<file path="config.mk">
export PLATFORM = sky130hd
export DESIGN_NAME = abd_queue
export DESIGN_NICKNAME = d
export VERILOG_FILES = /design/src/rtl/abd_pkg.sv /design/src/rtl/abd_queue.sv
export SDC_FILE = /design/constraint.sdc
export NUM_CORES = 1
export LEC_CHECK = 0
export ABC_AREA = 0
export BUFFER_PORTS_ARGS = -buffer_cell sky130_fd_sc_hd__buf_4
export CAP_MARGIN = 20
export CORE_MARGIN = 4
export CORE_UTILIZATION = 30
export DETAILED_ROUTE_END_ITERATION = 6
export GPL_TIMING_DRIVEN = 0
export HOLD_SLACK_MARGIN = 0.15
export PLACE_DENSITY_LB_ADDON = 0.12
export SYNTH_ARGS = -nofsm -noshare
export SYNTH_HDL_FRONTEND = slang
export SYNTH_SLANG_ARGS = --single-unit
export TNS_END_PERCENT = 20
</file>
<file path="constraint.sdc">
create_clock -name clock -period 5.3 [get_ports clock]
set_input_delay 0.265 -clock clock [delete_from_list [all_inputs] [get_ports clock]]
set_output_delay 0.265 -clock clock [all_outputs]
set_load 0.02 [all_outputs]
</file>
<file path="src/rtl/abd_pkg.sv">
// Shared types and constants of the block average downsampler.
package abd_pkg;

   // configuration register indexes
   localparam logic [1:0] REG_TILE_SIDE    = 2'd0;
   localparam logic [1:0] REG_FRAME_WIDTH  = 2'd1;
   localparam logic [1:0] REG_FRAME_HEIGHT = 2'd2;

   localparam int CSR_ADDR_W   = 2;
   localparam int CSR_DATA_W   = 13;
   localparam int SIDE_REG_W   = 5;
   localparam int WIDTH_REG_W  = 11;
   localparam int HEIGHT_REG_W = 13;
   localparam int HEIGHT_LIMIT = 4096;
   localparam int ROW_W        = 12;
   localparam int OUT_COL_W    = 10;

   // tile queue between front and back
   localparam int QUEUE_DEPTH = 4;
   localparam int QPTR_W      = 2;

   // position of a finished tile in the reduced frame
   typedef struct packed {
      logic [ROW_W-1:0]     out_row;
      logic [OUT_COL_W-1:0] out_col;
      logic                 frame_done;
   } tile_meta_type;

   typedef enum logic [1:0] {
      FE_IDLE  = 2'b01,
      FE_WRITE = 2'b10
   } fe_state_type;

   typedef enum logic [2:0] {
      BE_IDLE = 3'b001,
      BE_DIV  = 3'b010,
      BE_HOLD = 3'b100
   } be_state_type;

endpackage

</file>
<file path="src/rtl/abd_queue.sv">
// Short register queue of finished tiles between front and back.
module abd_queue
   import abd_pkg::*;
#(
   parameter int DATA_W = 56
) (
   input  logic              clock,
   input  logic              reset,
   input  logic              push,
   input  logic [DATA_W-1:0] push_data,
   output logic              space,
   input  logic              pop,
   output logic              not_empty,
   output logic [DATA_W-1:0] pop_data
);

   logic [DATA_W-1:0] slot_ff [QUEUE_DEPTH];
   logic [QPTR_W-1:0] wr_ptr_ff, rd_ptr_ff;
   logic [QPTR_W:0]   count_ff;

   assign space     = int'(count_ff) < QUEUE_DEPTH;
   assign not_empty = count_ff != '0;
   assign pop_data  = slot_ff[rd_ptr_ff];

   always_ff @(posedge clock) begin
      if (push) slot_ff[wr_ptr_ff] <= push_data;
   end

   // pointers and fill level
   always_ff @(posedge clock) begin
      if (reset) begin
         wr_ptr_ff <= '0;
         rd_ptr_ff <= '0;
         count_ff  <= '0;
      end else begin
         if (push) wr_ptr_ff <= wr_ptr_ff + QPTR_W'(1);
         if (pop) rd_ptr_ff <= rd_ptr_ff + QPTR_W'(1);
         if (push && !pop) count_ff <= count_ff + (QPTR_W+1)'(1);
         else if (pop && !push) count_ff <= count_ff - (QPTR_W+1)'(1);
      end
   end

endmodule

</file>
### Word level (Yosys, flattened, before mapping)

Memories as Yosys holds them, arrays and structs flattened. A register that Yosys moved wholly into a read port is not among the register bits.
Index checks and enable logic that the tools add are counted.

* memory bits (writable): 224
* memories kept: 1
* bits in read-only memories: 0
* flip-flop bits (word level): 7
* output and inout bits: 58
* logic and storage cells: 21
* bits in latches: 0

* magnitude comparators: 1
* reduce and logical (&&, ||, !) cells: 6
* shift operators: 0
* divide/modulo/power cells: 0
* $mul: 0
* add/subtract/negate cells: 4
* eq/ne operators: 0
* bitwise operators: 0
* mux-type cells: 6

Memories
* slot_ff: words 4, width 56, rd ports 1, clocked after Yosys merged registers in 1, write ports 1, RTL line abd_queue.sv:17 `logic [DATA_W-1:0] slot_ff [QUEUE_DEPTH];`

Operator list (number)
* 2-to-1 mux 3 bit: 2
* adder 2 x 1 -> 2 bit, second input constant: 2
* 2-to-1 mux 2 bit: 2
* adder 3 x 1 -> 3 bit, second input constant: 1
* < comparator 3 bit, second input constant: 1
* nonzero test 3 bit: 1
* subtractor 3 x 1 -> 3 bit, second input constant: 1
* logical AND 1 bit: 2
* logical NOT 1 bit: 2
* 2-to-1 mux 1 bit: 2
* nonzero test 2 bit: 1

### Longest topological paths before layout

* word-level depth: 4
* depth in mapped cells: 7

### Worst setup path before layout

No wires, ideal clock.

* kind: reg-to-reg
* start: reg wr_ptr_ff[0]
* end: mem slot_ff[2][0] (enable)
* cell stages (with the launch flop): 4
* clock period less this slack: 2288 ps
* data arrival time: 1869 ps
* setup slack: 3012 ps
* buffers on the path: 0
* required time: 4881 ps
* cells stage by stage: dfxtp_1 > inv_1 > ha_1 > and2_1

RTL lines
* start: declaration: RTL line abd_queue.sv:18 `logic [QPTR_W-1:0] wr_ptr_ff, rd_ptr_ff;`
* start signal: assignment: RTL line abd_queue.sv:36 `if (push) wr_ptr_ff <= wr_ptr_ff + QPTR_W'(1);`
* end: declaration: RTL line abd_queue.sv:17

No word-level cell before the write port.

==> flow_summary.json <==
{
  "outcome": "completed",
  "number_of_antenna_violations_at_the_first_check_in_global_routing": 0,
  "p_comb_share_pct": 12.3,
  "h-tree-depth": 1,
  "vdd_ir_drop_max_mv": 0.310,
  "critPathArrivalTime_ns": 2.09,
  "n_fill_cell": 2504,
  "holdCritPathClass": "primary input to register",
  "ys.warnings.count": 0,
  "drive_above_1_share_pct": 41.3,
  "cts_num_sinks": 233,
  "power.density_nw_per_um2": 398,
  "wl_per_cell_um": 18.4,
  "area_growth_pct": 34.8,
  "ctsLongestPathBuffers": 3,
  "drt.antenna.violating_nets": 0,
  "power_switching_mw": 1.02,
  "seq_power_share_pct": 46.6,
  "grt_first_pass_wirelength_um": 26600,
  "timing.critical_path.from_type": "register",
  "timing.final.crit_period_ns": 2.35,
  "violation_count_after_the_first_detailed_route_iteration": 191,
  "syn_inst": 336,
  "via_per_inst": 4.35,
  "grt_remaining_overflow": 0,
  "report.final.hold_viol_count": 0,
  "regToRegSetupSlack_ns": 3.61,
  "tritoncts": "done",
  "final-setup-viol-count": 0,
  "worstSkewPairLatency_ns": 0.52,
  "yosysTopAreaCell": "sky130_fd_sc_hd__edfxtp_1",
  "slew_at_the_pin_with_the_worst_max_slew_slack_ns": 0.685,
  "core_area_um2": 27900,
  "floorplan.initialDensity_pct": 30.6,
  "gp_routability_congestion": 0.636,
  "fin_nets": 611,
  "final-max-slew-violation-count": 0,
  "cts_inserted_buffers": 27,
  "intPower_mw": 3.56,
  "relSlewSlack_pct": 54.3,
  "worst_setup_path_end_kind": "output port",
  "synth_cell_types": 20,
  "synth_fp_nets": 402,
  "crit_fanout": 10,
  "drt_first_pass_iters": 4,
  "cap_viol_max_count": 0,
  "n_antenna_cell": 0,
  "synth_area_um2": 8540,
  "route.vias.total": 4106,
  "post-route-period-util_pct": 44.4,
  "cts-root-buf": "sky130_fd_sc_hd__clkbuf_16",
  "worst_endpoint_required_time_ns": 5.04,
  "cts.reportedPaths.clkPinSlew_ns": 0.06,
  "total_power_mw": 4.59,
  "floorplan.die.height_um": 177,
  "dieArea_um2": 31200,
  "timing_worst_setup_path_type": "register to output port",
  "grt_setup_unrepaired": "no",
  "place.detailed.hpwl_um": 10100,
  "syn_avg_cell_area_um2": 25.4,
  "timing.fmax_ghz": 0.425,
  "hold-worst-slack_ns": 0.485,
  "yosys_register_bits": 233,
  "yosysSeqAreaShare_pct": 80.9,
  "leakage_nw": 3.94,
  "ios": 118,
  "finalClockSkew_ns": 0.00703,
  "drcViolationCount": 0,
  "power_frac_clock_pct": 41.1,
  "portBuffers": 116,
  "die_x_um": 177,
  "grt_max_degree": 47,
  "totalWireLength_um": 17300,
  "power_switching_share_pct": 22.3,
  "rows": 61,
  "fin_tns_setup_ns": 0,
  "grt_pass1_vias": 4659,
  "track_usage_pct": 11.1,
  "synth.area.top_cells": "sky130_fd_sc_hd__edfxtp_1 79%, sky130_fd_sc_hd__mux4_2 15%, sky130_fd_sc_hd__dfxtp_1 2.1%",
  "synth.top_cell.area_share_pct": 78.7
}
kinds of logic (layout without fill, tap and decap cells):
family                     after synthesis  in the layout  share of synthesized area [%]
AOI/OAI and AO/OA                        2              2                          0.117
xor gates and xnor gates                 5              5                          0.513
buffers and inverters                   18            248                           1.76
DFF                                    233            233                           80.9
and+or+nand+nor                         14             14                          0.791
adders and majority gates                6              6                          0.967
muxes                                   58             58                           15.0
Yosys cell counts:
| library cell | number |
|---|---|
| sky130_fd_sc_hd__a21oi_1 | 1 |
| sky130_fd_sc_hd__and2_1 | 4 |
| sky130_fd_sc_hd__buf_12 | 4 |
| sky130_fd_sc_hd__buf_2 | 5 |
| sky130_fd_sc_hd__buf_4 | 1 |
| sky130_fd_sc_hd__buf_6 | 1 |
| sky130_fd_sc_hd__clkbuf_1 | 2 |
| sky130_fd_sc_hd__dfxtp_1 | 9 |
| sky130_fd_sc_hd__edfxtp_1 | 224 |
| sky130_fd_sc_hd__fa_1 | 1 |
| sky130_fd_sc_hd__ha_1 | 5 |
| sky130_fd_sc_hd__inv_1 | 5 |
| sky130_fd_sc_hd__mux2i_1 | 2 |
| sky130_fd_sc_hd__mux4_2 | 56 |
| sky130_fd_sc_hd__nand2_1 | 1 |
| sky130_fd_sc_hd__nor2_1 | 7 |
| sky130_fd_sc_hd__o21ai_0 | 1 |
| sky130_fd_sc_hd__or3_1 | 2 |
| sky130_fd_sc_hd__xnor2_1 | 2 |
| sky130_fd_sc_hd__xor2_1 | 3 |
state kept, by name, summed over array words and instances, names as in the netlist, named ones only:
signal and flops:
rd_ptr_ff 2, wr_ptr_ff 2, count_ff 3, slot_ff 224
final timing paths:
kind / start / endpoint / depth (start not counted)
worst max register to register: wr_ptr_ff[0] / slot_ff[0][5] / 4
worst max-delay path: register / pop_data[30] / 4
worst min register to register: count_ff[2] / count_ff[2] / 2
worst min-delay path: push_data[17] / slot_ff[3][17] / 2
power by group through the flow:
| stage | Clock (mW) | Sequential (mW) | Combinational (mW) |
|---|---|---|---|
| final | 1.89 | 2.14 | 0.563 |
| after global routing | 2.03 | 2.14 | 0.607 |
| after detailed placement | 0 | 2.18 | 0.544 |
| after floorplan | 0 | 2.17 | 0.303 |
| after CTS | 1.95 | 2.14 | 0.582 |
| after global placement | 0 | 2.18 | 0.523 |
timing repair:
item	CTS	global route
resized for setup	0	0
endpoints found under the hold margin	233	0
setup endpoints to repair	0	0
hold buffers	60	0
setup buffers	0	0
through the flow:
stage / instance area [um2] / util, % / instances / worst slack, ns
after floorplan: 8540 / - / 336 / 3.01
after global placement: 9890 / 35.4 / 830 / 1.64
after detailed placement: 10000 / 35.8 / 834 / 3.44
after CTS: 11500 / 41.2 / 944 / 2.86
after global routing: 11500 / 41.2 / 944 / 2.78
final: 11500 / 41.2 / 944 / 2.95
placed cells by master, fill, tap and decap left out, types with 3 or more instances in the layout:
cell type,netlist,routed
sky130_fd_sc_hd__and2_4,0,4
sky130_fd_sc_hd__buf_12,4,5
sky130_fd_sc_hd__buf_16,0,3
sky130_fd_sc_hd__buf_2,5,5
sky130_fd_sc_hd__buf_4,1,117
sky130_fd_sc_hd__bufinv_16,0,5
sky130_fd_sc_hd__clkbuf_1,2,4
sky130_fd_sc_hd__clkbuf_16,0,27
sky130_fd_sc_hd__clkinv_1,0,5
sky130_fd_sc_hd__clkinv_2,0,7
sky130_fd_sc_hd__clkinvlp_4,0,3
sky130_fd_sc_hd__dfxtp_1,9,9
sky130_fd_sc_hd__dlygate4sd3_1,0,60
sky130_fd_sc_hd__edfxtp_1,224,224
sky130_fd_sc_hd__ha_1,5,5
sky130_fd_sc_hd__inv_1,5,5
sky130_fd_sc_hd__mux4_2,56,56
sky130_fd_sc_hd__nor2_1,7,7
sky130_fd_sc_hd__xor2_1,3,3
worst max-delay path: stages, from the launching register on:
cell and delay (ns):
sky130_fd_sc_hd__dfxtp_1 0.33, sky130_fd_sc_hd__buf_2 0.32, sky130_fd_sc_hd__buf_2 0.36, sky130_fd_sc_hd__mux4_2 0.38
sky130_fd_sc_hd__buf_4 0.18
per-layer routing:
layer	vias to the layer above	global-route usage (%)	part of all wire, %
met5	-	0	0
met1	2138	13.9	41
met3	26	2.03	4.3
li1	1841	-	-
met4	0	3.32	2.5
met2	101	19.8	52
area by class of cell:
type                       count  area [um2]  area share [%]
clock buffer                  29         683            5.93
tap                          378         473            4.11
buffer                        13         131            1.14
inverter                       5        18.8           0.163
clock inverter                21         235            2.04
sequential                   233        6910            60.0
multi-input combinational     85        1500            13.0
timing repair buffer         180        1570            13.7
Power figures use the tool's default switching activity.
