<file path="src/rtl/abd_pkg.sv">
// Shared types and constants of the block average downsampler.
package abd_pkg;

   // configuration register indexes
   localparam logic [1:0] REG_TILE_SIDE    = 2'd0;
   localparam logic [1:0] REG_FRAME_WIDTH  = 2'd1;
   localparam logic [1:0] REG_FRAME_HEIGHT = 2'd2;

   localparam int CSR_ADDR_W   = 2;
   localparam int CSR_DATA_W   = 13;
   localparam int SIDE_REG_W   = 5;
   localparam int WIDTH_REG_W  = 11;
   localparam int HEIGHT_REG_W = 13;
   localparam int HEIGHT_LIMIT = 4096;
   localparam int ROW_W        = 12;
   localparam int OUT_COL_W    = 10;

   // tile queue between front and back
   localparam int QUEUE_DEPTH = 4;
   localparam int QPTR_W      = 2;

   // position of a finished tile in the reduced frame
   typedef struct packed {
      logic [ROW_W-1:0]     out_row;
      logic [OUT_COL_W-1:0] out_col;
      logic                 frame_done;
   } tile_meta_type;

   typedef enum logic [1:0] {
      FE_IDLE  = 2'b01,
      FE_WRITE = 2'b10
   } fe_state_type;

   typedef enum logic [2:0] {
      BE_IDLE = 3'b001,
      BE_DIV  = 3'b010,
      BE_HOLD = 3'b100
   } be_state_type;

endpackage

</file>
<file path="src/rtl/abd_back.sv">
// Back end: serial divide of a tile sum by its sample count and the result register.
module abd_back
   import abd_pkg::*;
#(
   parameter int SAMPLE_BITS = 16,
   parameter int SUM_W       = 24,
   parameter int CNT_W       = 9,
   parameter int RSP_W       = 40
) (
   input  logic                    clock,
   input  logic                    reset,
   input  logic                    q_valid,
   input  logic signed [SUM_W-1:0] q_sum,
   input  logic [CNT_W-1:0]        q_cnt,
   input  tile_meta_type           q_meta,
   output logic                    pop,
   output logic                    rsp_tvalid,
   input  logic                    rsp_tready,
   output logic [RSP_W-1:0]        rsp_tdata,
   output logic                    rsp_tlast
);

   localparam int STEP_W = $clog2(SUM_W);

   be_state_type state_ff, state_in;

   logic                    neg_ff;
   logic [SUM_W-1:0]        quo_ff;
   logic [CNT_W:0]          rem_ff;
   logic [CNT_W-1:0]        div_ff;
   logic [STEP_W-1:0]       step_ff;
   tile_meta_type           meta_ff;
   logic                    rsp_valid_ff;
   logic [SAMPLE_BITS-1:0]  avg_ff;
   tile_meta_type           rsp_meta_ff;

   logic [CNT_W:0]   rem_sh;
   logic [SUM_W-1:0] quo_sh, res;
   logic             fit, load;

   // one quotient bit per cycle
   always_comb begin
      rem_sh = {rem_ff[CNT_W-1:0], quo_ff[SUM_W-1]};
      quo_sh = {quo_ff[SUM_W-2:0], 1'b0};
      fit    = rem_sh >= {1'b0, div_ff};
      res    = neg_ff ? -quo_ff : quo_ff;
   end

   assign pop  = (state_ff == BE_IDLE) && q_valid;
   assign load = (state_ff == BE_HOLD) && (!rsp_valid_ff || rsp_tready);

   always_comb begin
      state_in = state_ff;
      case (state_ff)
         BE_IDLE: if (q_valid) state_in = BE_DIV;
         BE_DIV:  if (step_ff == '0) state_in = BE_HOLD;
         BE_HOLD: if (load) state_in = BE_IDLE;
         default: state_in = BE_IDLE;
      endcase
   end

   always_ff @(posedge clock) begin
      if (reset) state_ff <= BE_IDLE;
      else state_ff <= state_in;
   end

   // divider datapath: magnitude divide, sign restored at the end
   always_ff @(posedge clock) begin
      if (pop) begin
         neg_ff  <= q_sum[SUM_W-1];
         quo_ff  <= q_sum[SUM_W-1] ? -q_sum : q_sum;
         rem_ff  <= '0;
         div_ff  <= q_cnt;
         step_ff <= STEP_W'(SUM_W - 1);
         meta_ff <= q_meta;
      end else if (state_ff == BE_DIV) begin
         step_ff <= step_ff - STEP_W'(1);
         if (fit) begin
            rem_ff <= rem_sh - {1'b0, div_ff};
            quo_ff <= quo_sh | SUM_W'(1);
         end else begin
            rem_ff <= rem_sh;
            quo_ff <= quo_sh;
         end
      end
   end

   // result register
   always_ff @(posedge clock) begin
      if (reset) rsp_valid_ff <= 1'b0;
      else if (load) rsp_valid_ff <= 1'b1;
      else if (rsp_tready) rsp_valid_ff <= 1'b0;
   end

   always_ff @(posedge clock) begin
      if (load) begin
         avg_ff      <= res[SAMPLE_BITS-1:0];
         rsp_meta_ff <= meta_ff;
      end
   end

   assign rsp_tvalid = rsp_valid_ff;
   assign rsp_tdata  = RSP_W'({rsp_meta_ff.out_col, rsp_meta_ff.out_row, avg_ff});
   assign rsp_tlast  = rsp_meta_ff.frame_done;

endmodule

</file>
<file path="config.mk">
export PLATFORM = sky130hd
export DESIGN_NAME = abd_back
export DESIGN_NICKNAME = d
export VERILOG_FILES = /design/src/rtl/abd_pkg.sv /design/src/rtl/abd_back.sv
export SDC_FILE = /design/constraint.sdc
export NUM_CORES = 1
export LEC_CHECK = 0
export ABC_AREA = 1
export BUFFER_PORTS_ARGS = -buffer_cell sky130_fd_sc_hd__buf_2
export CORE_AREA = 2 2 116 118
export DETAILED_ROUTE_END_ITERATION = 8
export DIE_AREA = 0 0 118 120
export GPL_TIMING_DRIVEN = 0
export PLACE_DENSITY = 0.71
export SYNTH_ARGS = -nofsm -noshare
export SYNTH_HDL_FRONTEND = slang
export SYNTH_SLANG_ARGS = --single-unit
</file>
<file path="constraint.sdc">
create_clock -name clock -period 4.55 [get_ports clock]
set_clock_uncertainty 0.2 [all_clocks]
set_input_delay 0.91 -clock clock [delete_from_list [all_inputs] [get_ports clock]]
set_output_delay 0.91 -clock clock [all_outputs]
set_load 0.02 [all_outputs]
</file>
Yosys cells after proc, flatten, opt, wreduce, memory -nomap -nowiden
Cells that the tools add are included.
W data, S select, Z words.
- add/sub/neg operators: 4
- reductions and logical operators: 8
- equal/unequal tests: 6
- mux-type cells: 12
- order comparisons: 1
- operator list (operator ; count):
    $mux W24 ; 3
    $neg A24 Y24 ; 1
    $mux W16 ; 1
    $neg A16 Y16 ; 1
    $ge A10 B9 Y1 ; 1
    $mux W3 ; 3
    $mux W9 ; 1
    $pmux W3 S3 ; 1
    $sub A9 B9 Y9 ; 1
    $ne A2 B2 Y1 const B ; 3
    $logic_not A5 Y1 ; 1
    $sub A5 B1 Y5 const B ; 1
    $reduce_bool A2 Y1 ; 2
    $eq A3 B1 Y1 const B ; 1
    $eq A3 B2 Y1 const B ; 1
    $eq A3 B3 Y1 const B ; 1
    $mux W1 ; 3
    $reduce_and A3 Y1 ; 1
    $logic_and A1 B1 Y1 ; 2
    $logic_not A1 Y1 ; 1
    $logic_or A1 B1 Y1 ; 1
- bits in registers: 114
- input bits: 60

Depth between registers and ports, before layout
Gate-level depths: netlist of the first run.
- depth in word-level cells: 5
- mapped depth: 13

Worst setup path after synthesis of the first run
No wires, ideal clock.
- path kind: input-to-reg
- start point: input rsp_tready
- end point: register avg_ff[0] (enable)
- stages: 2
- slack: 1.311 ns
- buffers on the path: 0
- setup time: 0.435 ns
- data arrival time: 2.604 ns
- cell sequence: nor2_1 > nor2_1
- longest elaborated chain between the ends: 2
- RTL lines (element ; RTL line ; text):
    start: declaration ; abd_back.sv:18 ; input logic rsp_tready,
    $logic_or A1 B1 Y1 ; abd_back.sv:50 ; assign load = (state_ff == BE_HOLD) && (!rsp_valid_ff || rsp_tready);
    $logic_and A1 B1 Y1 ; abd_back.sv:50 ;
    via load ; abd_back.sv:39 ; logic fit, load;
    end signal: assignment ; abd_back.sv:97 ; avg_ff <= res[SAMPLE_BITS-1:0];
    end: declaration ; abd_back.sv:34 ; logic [SAMPLE_BITS-1:0] avg_ff;
The timed path passes the listed nets, and every way through them passes these cells.
A chain may end at the register's enable or synchronous reset.

Worst setup path in the final report of the first run
- start point: input q_valid
- end point: output pop
- longest elaborated chain between the ends: 1
- RTL lines (element ; RTL line ; text):
    start: declaration ; abd_back.sv:12 ; input logic q_valid,
    $logic_and A1 B1 Y1 ; abd_back.sv:49 ; assign pop = (state_ff == BE_IDLE) && q_valid;
    end: declaration ; abd_back.sv:16 ; output logic pop,
No other way between the ends.

==> results.cfg, run 1 <==
[setup_path]
arrival_ns = 2.39
crit_type = primary input to output port
critical_path.max_fanout = 43
crit_path_end_kind = output port
crit_path_end = pop
reg2reg_to = rem_ff[5]
cp-startpoint = q_valid
reg2reg_slack_ns = 2.19
required_ns = 3.44
reg2reg_depth = 8
cp-start-kind = primary input
reg2reg_from = state_ff[1]

[timing]
fin_tns_setup_ns = 0
fmax_ghz = 0.2861
slew_headroom = 0.3018
fin_crit_sh = 0.7683
min_period_ns = 3.496
timing.hold.ws_ns = 0.2178
hold_viol = 0
tightestPinTransition_ns = 1.045
rsz0062_at_grt = false
finalSetupViolCount = 0
drv_slew = 0

[route]
wl_per_cell_um = 13.17
drtIter0Drc = 279
vias = 4246
ant_nets = 0
drc_errors = 0
routed_wl_um = 11480
first_pass_iters = 5
viasPerCell = 4.869

[global_route]
grt_pass1_wl_um = 18820
grt_pass1_vias = 3976
grt_usage = 0.1706
overflow = 0
grt_max_degree = 44
grt_antenna_before_repair = 0

[synthesis]
synth-simple-area-share = 0.2117
synth_top_area_share = 0.5263
synth.most_common_cell = nand2_1
synth_xor_area_frac = 0.03997
yosys-top-cells-count = nand2_1, edfxtp_1, inv_1, nand3_1, nor2_1
syn_inst = 562
synth_flop_cell = edfxtp_1
synth_edf_count = 96
ys_seq_area_frac = 0.5921
synth_largest_area_cell = edfxtp_1
synthTopCellsByArea = edfxtp_1, nand2_1, dfxtp_1, nand3_1, inv_1
synthAdderAreaFrac = 0.03335
synth-async-reset-ratio = 0
synth-compound-area-share = 0.05413
synth_top_family_by_area = simple AND/OR/NAND/NOR gates
ys.warnings.count = 0
synth_seq_cells = 114
synth_area_per_cell_um2 = 9.747
synthesis.area_um2 = 5478
synth_cell_types = 34
synth_mux_area_frac = 0

[die]
fp.dieW_um = 118
core_area_um2 = 12980
die_height_um = 120
ios = 103
die_area_um2 = 14160
rows = 42
initial_core_util = 0.4220

[clock_network]
cts.sinks = 114
cts_max_level = 4
cts-root-buf = clkbuf_16
numCtsBuffers = 17
post-cts-setup-buffers = 0
cts_buffer_depth = 2
cts_tree = yes
cts_resized = 0
cts.clk_slew.worst_paths_ns = 0.05
clk_latency_ns = 0.41
hold_buffers = 0

[finish]
final_util = 0.5242
drive_gt1_frac = 0.2284
diodes = 0
syn2layout_area_growth_pct = 24.21
nFillCells = 1177
finalNetCount = 757

[placement]
dp_hpwl_um = 8429
io_buffers = 100
gp_congestion = 0.9027

[status]
status = finished, final reports clean

[run]
max_cap_violations = 0

[worst_hold_path]
whs_path_depth = 0
hold_path.class = flip-flop to flip-flop

[pwr]
peakVddDrop_mv = 0.2924
p_leak_uw = 0.003031
power.density_nw_per_um2 = 448.2
## metal layers
| metal | vias to the layer above | routed length [µm] | GRT usage |
|---|---|---|---|
| li1 | 2114 | - | - |
| met1 | 1958 | 5243 | 0.2144 |
| met2 | 152 | 5270 | 0.2693 |
| met3 | 22 | 673 | 0.04895 |
| met4 | 0 | 293 | 0.08735 |
| met5 | - | 0 | 0 |
## worst max-delay path, stage by stage
cell and delay (ns):
buf_2 0.08, inv_1 0.05, nor2_2 0.21, buf_2 0.81
buf_2 0.31
## how the worst min path moves through the flow
stage                     to         from  slack (ns)
6_report       rsp_tdata[28]   meta_ff[1]        0.22
5_1_grt        rsp_tdata[33]   meta_ff[6]        0.22
4_1_cts        rsp_tdata[18]  meta_ff[13]        0.22
2_1_floorplan  rsp_tdata[16]  meta_ff[11]        0.20
3_5_place_dp   rsp_tdata[18]  meta_ff[13]        0.20
3_3_place_gp       rsp_tlast   meta_ff[0]        0.20
## metrics by stage
| step | instance area [µm²] | instances | total power, µW | worst slack (ns) |
|---|---|---|---|---|
| finish | 6804 | 872 | 3050 | 1.054 |
| floorplan | 5482 | 563 | 1664 | 1.311 |
| detailed placement | 6230 | 840 | 1808 | 1.017 |
| global route | 6804 | 872 | 3196 | 0.9241 |
| CTS | 6804 | 872 | 3074 | 1.023 |
| global placement | 6202 | 839 | 1784 | 0.5102 |
## report_power, final
part	switching (µW)	internal [µW]	leakage, µW
Combinational	294	153	0.00172
Sequential	46.5	1290	0.00104
Clock	500	763	0.000272
Total	841	2210	0.00303
## sequential cells by signal, summed over array words and instances, names as in the netlist, 3 cells and up
register,flops
avg_ff,16
div_ff,9
step_ff,5
rem_ff,9
state_ff,3
quo_ff,24
meta_ff,23
rsp_tdata,22
## layout by cell type, fill, tap and decap left out, types with 9 or more instances in the layout
| cell | instances |
|---|---|
| nand2_1 | 132 |
| buf_2 | 107 |
| edfxtp_1 | 96 |
| inv_1 | 81 |
| nand3_1 | 68 |
| nor2_1 | 31 |
| o21ai_0 | 30 |
| dfxtp_1 | 18 |
| clkbuf_16 | 17 |
| xor2_1 | 16 |
| ha_1 | 13 |
| a21oi_1 | 9 |
| xnor2_1 | 9 |
## layout make-up
type / count / area (µm²) / share of cell area
plain buffers: 12 / 61.31 / 0.009011
flip-flops and latches: 114 / 3243 / 0.4766
inverters: 83 / 311.5 / 0.04579
multi-input cells: 354 / 1873 / 0.2753
well taps: 176 / 220.2 / 0.03236
repair buffers: 101 / 520.5 / 0.07650
clock buffers: 17 / 425.4 / 0.06252
clock inverters: 15 / 148.9 / 0.02188
## kinds of logic after synthesis
kind of cell               after synthesis
other                                    1
xor gates and xnor gates                25
AOI/OAI and AO/OA                       53
DFF                                    114
and+or+nand+nor                        260
adders and majority gates               14
buffers and inverters                   95
No activity file was read; power rests on OpenSTA's default activity.
==> run 2: changes to the inputs <==
- ABC_AREA: 1 -> 0
- CORE_AREA: 2 2 116 118 -> 2 2 113 115
- DIE_AREA: 0 0 118 120 -> 0 0 115 117
- PLACE_DENSITY: 0.71 -> 0.74
- clock period: 4.55 -> 3.2 ns (I/O delays scaled with it)
==> results.cfg, run 2 <==
[status]
status = finished, final reports clean

[timing]
fin_crit_sh = 0.9396
slew_headroom = 0.3393
setup_ws_ns = 0.1932
tightestPinTransition_ns = 0.9900
finalSetupViolCount = 0
drv_slew = 0
hold_viol = 0
rsz0062_at_grt = false
fmax_ghz = 0.3326
min_period_ns = 3.007

[clock_network]
cts_max_level = 4
numCtsBuffers = 17
cts_tree = yes
cts-root-buf = clkbuf_16
clk_latency_ns = 0.41
cts.sinks = 114
cts.clk_slew.worst_paths_ns = 0.06
hold_buffers = 0
cts_buffer_depth = 2

[setup_path]
cp-start-kind = flip-flop
crit_type = flip-flop to flip-flop
reg2reg_depth = 10
crit_path_end_kind = flip-flop
critical_path.max_fanout = 10
required_ns = 3.28
arrival_ns = 3.09

[pwr]
p_total_uw = 3967
seqPwrFrac = 0.453
p_leak_uw = 0.002546
power.density_nw_per_um2 = 614.8
p_clk_frac = 0.454
intPower_uw = 2975
pwr-share-comb = 0.093
switching_share = 0.2500
power_switching_uw = 991.9
peakVddDrop_mv = 0.3298

[finish]
largest_reg_flops = 24
final_cell_mix = buf_2, edfxtp_1, nand2_1
nFillCells = 1065
syn2layout_area_growth_pct = 24.72
final_util = 0.5241
largest-register = quo_ff
finalNetCount = 608
final_area_um2 = 6452
mostFrequentLayoutCell = buf_2
drive_gt1_frac = 0.2669

[route]
drc_errors = 0
drtIter0Drc = 226
dr_wl_met2_um = 5230
vias = 3634
top_layer_used = met5
first_pass_iters = 5
m1WireLength_um = 4248
routed-wl-met3_um = 718
ant_nets = 0
viasPerCell = 5.199
wl_per_cell_um = 14.84
routed_wl_um = 10380

[worst_hold_path]
hold_path.class = primary input to flip-flop
whs_path_depth = 1

[synthesis]
yosys-top-cells-count = edfxtp_1, nand2_1, o21ai_0, xor2_1
synth_top_area_share = 0.5572
synth_seq_cells = 114
synth-async-reset-ratio = 0
ys.warnings.count = 0
syn_inst = 414
synth_edf_count = 96
synth_cell_types = 53
synthesis.area_um2 = 5174
synth.most_common_cell = edfxtp_1
synth_area_per_cell_um2 = 12.50
ys_seq_area_frac = 0.6268
synth_flop_cell = edfxtp_1
synth_largest_area_cell = edfxtp_1
synthTopCellsByArea = edfxtp_1, dfxtp_1, xor2_1, o21ai_0, nand2_1

[placement]
io_buffers = 100
place_area_um2 = 5868
dp_slack_ns = -0.4542
dp_hpwl_um = 7390
gp_congestion = 0.8944

[die]
die_area_um2 = 13460
fp.dieW_um = 115
initial_core_util = 0.4202
core_area_um2 = 12310
die_height_um = 117
ios = 103
rows = 41

[global_route]
grt_pass1_vias = 3529
grt_pass1_wl_um = 16390
overflow = 0
grt_antenna_before_repair = 3
grt_max_degree = 42
grt_usage = 0.1586

[run]
max_cap_violations = 0
==> run 2: area by class of cell <==
| class | instances | area [µm²] | area share |
|---|---|---|---|
| Buffer | 15 | 68.82 | 0.01067 |
| Inverter | 18 | 72.57 | 0.01125 |
| Clock inverter | 15 | 147.6 | 0.02288 |
| Tap cell | 150 | 187.7 | 0.02909 |
| Antenna cell | 2 | 5.005 | 0.0007756 |
| Multi-Input combinational cell | 268 | 1802 | 0.2792 |
| Clock buffer | 17 | 425.4 | 0.06593 |
| Timing Repair Buffer | 100 | 500.5 | 0.07756 |
| Sequential cell | 114 | 3243 | 0.5026 |
==> run 2: final timing paths <==
kind / start / end / slack (ns)
hold / removal: q_cnt[4] / div_ff[4] / 0.20
setup / recovery: quo_ff[23] / rem_ff[4] / 0.19
setup reg to reg: quo_ff[23] / rem_ff[4] / 0.19
hold reg to reg: meta_ff[2] / rsp_tdata[29] / 0.22
==> run 2: what timing repair did <==
item                                    in CTS  in global routing
endpoints found under the setup margin      25                  0
gates resized for setup                      2                  0
setup buffers                                0                  0
==> run 2: worst max-delay path, stage by stage (launching register included) <==
cell      delay (ns)
edfxtp_1        0.42
inv_1           0.08
ha_1            0.16
inv_1           0.05
fa_1            0.40
a211oi_1        0.48
o211ai_1        0.20
a21oi_2         0.37
buf_4           0.25
mux2i_1         0.19
o21ai_0         0.08
==> run 2: layer usage <==
layer / global-route usage / up-vias
li1: - / 1788
met1: 0.1788 / 1710
met2: 0.2722 / 115
met3: 0.05922 / 19
met4: 0.06667 / 2
met5: 0 / -
==> run 2: power groups by stage <==
stage                     logic [µW]  clock network, µW  registers (µW)
after floorplan                  254                  0            1810
after global placement           352                  0            1820
after detailed placement         369                  0            1830
after CTS                        372               1830            1800
after global routing             425               1900            1810
final                            371               1800            1800
==> run 2: kinds of logic after synthesis <==
| kind of cell | count (synthesis) | synth area share |
|---|---|---|
| xor+xnor | 43 | 0.07279 |
| compound gates | 92 | 0.1183 |
| buf+inv | 33 | 0.02636 |
| mux | 5 | 0.009674 |
| other cells | 1 | 0.0007248 |
| simple gates | 112 | 0.1100 |
| flops | 114 | 0.6268 |
| fa+ha+maj | 14 | 0.03531 |
==> run 2: through the flow <==
stage | instances | hold slack [ns] | setup TNS (ns)
detailed placement | 665 | 0.2045 | -11.24
CTS | 697 | 0.1930 | 0
global route | 698 | 0.1839 | 0
finish | 699 | 0.1994 | 0
floorplan | 415 | 0.2003 | 0
global placement | 665 | 0.2008 | -8.349
==> run 3: changes to the inputs <==
- CAP_MARGIN: unset -> 20
- PLACE_DENSITY: 0.74 -> 0.71
- SETUP_SLACK_MARGIN: unset -> 0.4
- clock period: 3.2 -> 3.3 ns (I/O delays scaled with it)
==> results.cfg, run 3 (synthesis results as in run 2) <==
[status]
status = finished, final reports clean

[clock_network]
hold_buffers = 0
numCtsBuffers = 17
cts.clk_slew.worst_paths_ns = 0.06
cts-root-buf = clkbuf_16
cts.sinks = 114
cts_max_level = 4
cts_buffer_depth = 2
clk_latency_ns = 0.41
cts_tree = yes

[pwr]
power.density_nw_per_um2 = 598.1
p_total_uw = 3898
peakVddDrop_mv = 0.2638
p_leak_uw = 0.002567

[timing]
timing.hold.ws_ns = 0.2163
tightestPinTransition_ns = 0.9060
drv_slew = 0
fin_crit_sh = 0.8239
rsz0062_at_grt = false
slew_headroom = 0.3960
setup_ws_ns = 0.5811
finalSetupViolCount = 0
fmax_ghz = 0.3678
fin_tns_setup_ns = 0
min_period_ns = 2.719
hold_viol = 0

[route]
wl_per_cell_um = 15.11
vias = 3623
first_pass_iters = 4
routed_wl_um = 10580
drc_errors = 0
drtIter0Drc = 326
ant_nets = 0
viasPerCell = 5.176

[setup_path]
crit_path_end = rem_ff[4]
cp_common_cell = inv_1
critical_path.max_fanout = 10
cp-startpoint = quo_ff[23]
reg2reg_from = quo_ff[23]
reg2reg_to = rem_ff[4]
worstPathCellList = inv_1 -> ha_1 -> inv_1 -> fa_1 -> a211oi_4 -> o211ai_1 -> a21oi_4 -> buf_4 -> mux2i_1 -> o21ai_0
crit_type = flip-flop to flip-flop
reg2reg_slack_ns = 0.58
reg2reg_depth = 10
cp-start-kind = flip-flop
cpPeakStageDelay_ns = 0.43
slowest_stage = fa_1
crit_path_end_kind = flip-flop
arrival_ns = 2.79
required_ns = 3.37

[placement]
dp_slack_ns = -0.3555
io_buffers = 100
gp_congestion = 0.8713
place_area_um2 = 5868
dp_hpwl_um = 7501

[finish]
drive_gt1_frac = 0.2732
ff_latch_area_um2 = 3243
syn2layout_area_growth_pct = 25.95
multiInputGateArea_um2 = 1827
nFillCells = 1077
largest-register = quo_ff
final_cell_mix = buf_2, edfxtp_1, nand2_1
largest_reg_flops = 24
finalNetCount = 610
final_area_um2 = 6516
mostFrequentLayoutCell = buf_2

[worst_hold_path]
hold_path.class = flip-flop to flip-flop

[die]
die_height_um = 117
fp.dieW_um = 115
core_area_um2 = 12310
ios = 103
rows = 41
initial_core_util = 0.4202
die_area_um2 = 13460

[global_route]
grt_pass1_vias = 3391
overflow = 0
top_usage_layer = met2
grt_use_met3 = 0.05973
grt_antenna_before_repair = 2
grt_pass1_wl_um = 16240
grt_usage = 0.1598
use_met2 = 0.2639
grt_max_degree = 42
met1_usage = 0.1883

[run]
max_cap_violations = 0
[run 3: changes by cell type in the layout (fill, tap and decap cells not counted), sizes merged]
cell / previous run / this run
clkinv: 5 / 2
inv: 24 / 27
buf: 105 / 106
clkinvlp: 3 / 4
diode: 2 / 1
[run 3: area by class of cell]
| type | instances | area share |
|---|---|---|
| clock inverters | 15 | 0.02496 |
| inverters | 18 | 0.01286 |
| flip-flops and latches | 114 | 0.4977 |
| repair buffers | 101 | 0.07796 |
| plain buffers | 15 | 0.01056 |
| multi-input cells | 268 | 0.2803 |
| well taps | 150 | 0.02880 |
| diodes | 1 | 0.0003840 |
| clock buffers | 17 | 0.06528 |
| repair inverters | 1 | 0.001152 |
[run 3: what timing repair did]
item / CTS / global route
endpoints found under the hold margin: 0 / 0
setup buffers: 0 / 1
setup endpoints to repair: 28 / 4
resized for setup: 6 / 4
pin swaps: 0 / 1
gates cloned: 1 / 0
[run 3: worst min path at each step]
stage                     start       endpoint  slack (ns)  cells past startpoint
floorplan           meta_ff[11]  rsp_tdata[16]        0.20                      0
global placement    meta_ff[14]  rsp_tdata[19]        0.20                      0
detailed placement  meta_ff[19]  rsp_tdata[24]        0.20                      0
CTS                    q_cnt[3]      div_ff[3]        0.20                      1
global route         q_meta[20]    meta_ff[20]        0.20                      1
finish              meta_ff[22]  rsp_tdata[27]        0.22                      0
[run 3: through the flow]
step,utilization,cells
2_1_floorplan,-,415
5_1_grt,0.5293,700
3_5_place_dp,0.4766,665
3_3_place_gp,0.4765,665
6_report,0.5293,700
4_1_cts,0.5266,698
[run 3: metal layers]
| metal | vias to the layer above | routed length [µm] |
|---|---|---|
| met3 | 15 | 747 |
| li1 | 1786 | - |
| met2 | 128 | 5239 |
| met1 | 1692 | 4421 |
| met5 | - | 13 |
| met4 | 2 | 158 |
[run 3: worst max-delay path, delay by kind of cell (launching register included)]
family	cells	cell delay, ns
DFF	1	0.40
muxes	1	0.18
AOI/OAI and AO/OA	4	0.86
buffers and inverters	3	0.36
adders and majority gates	2	0.58
[run 3: power breakdown]
part,switching [µW],internal [µW]
sequential,52.9,1690
combinational,223,149
clock,712,1070
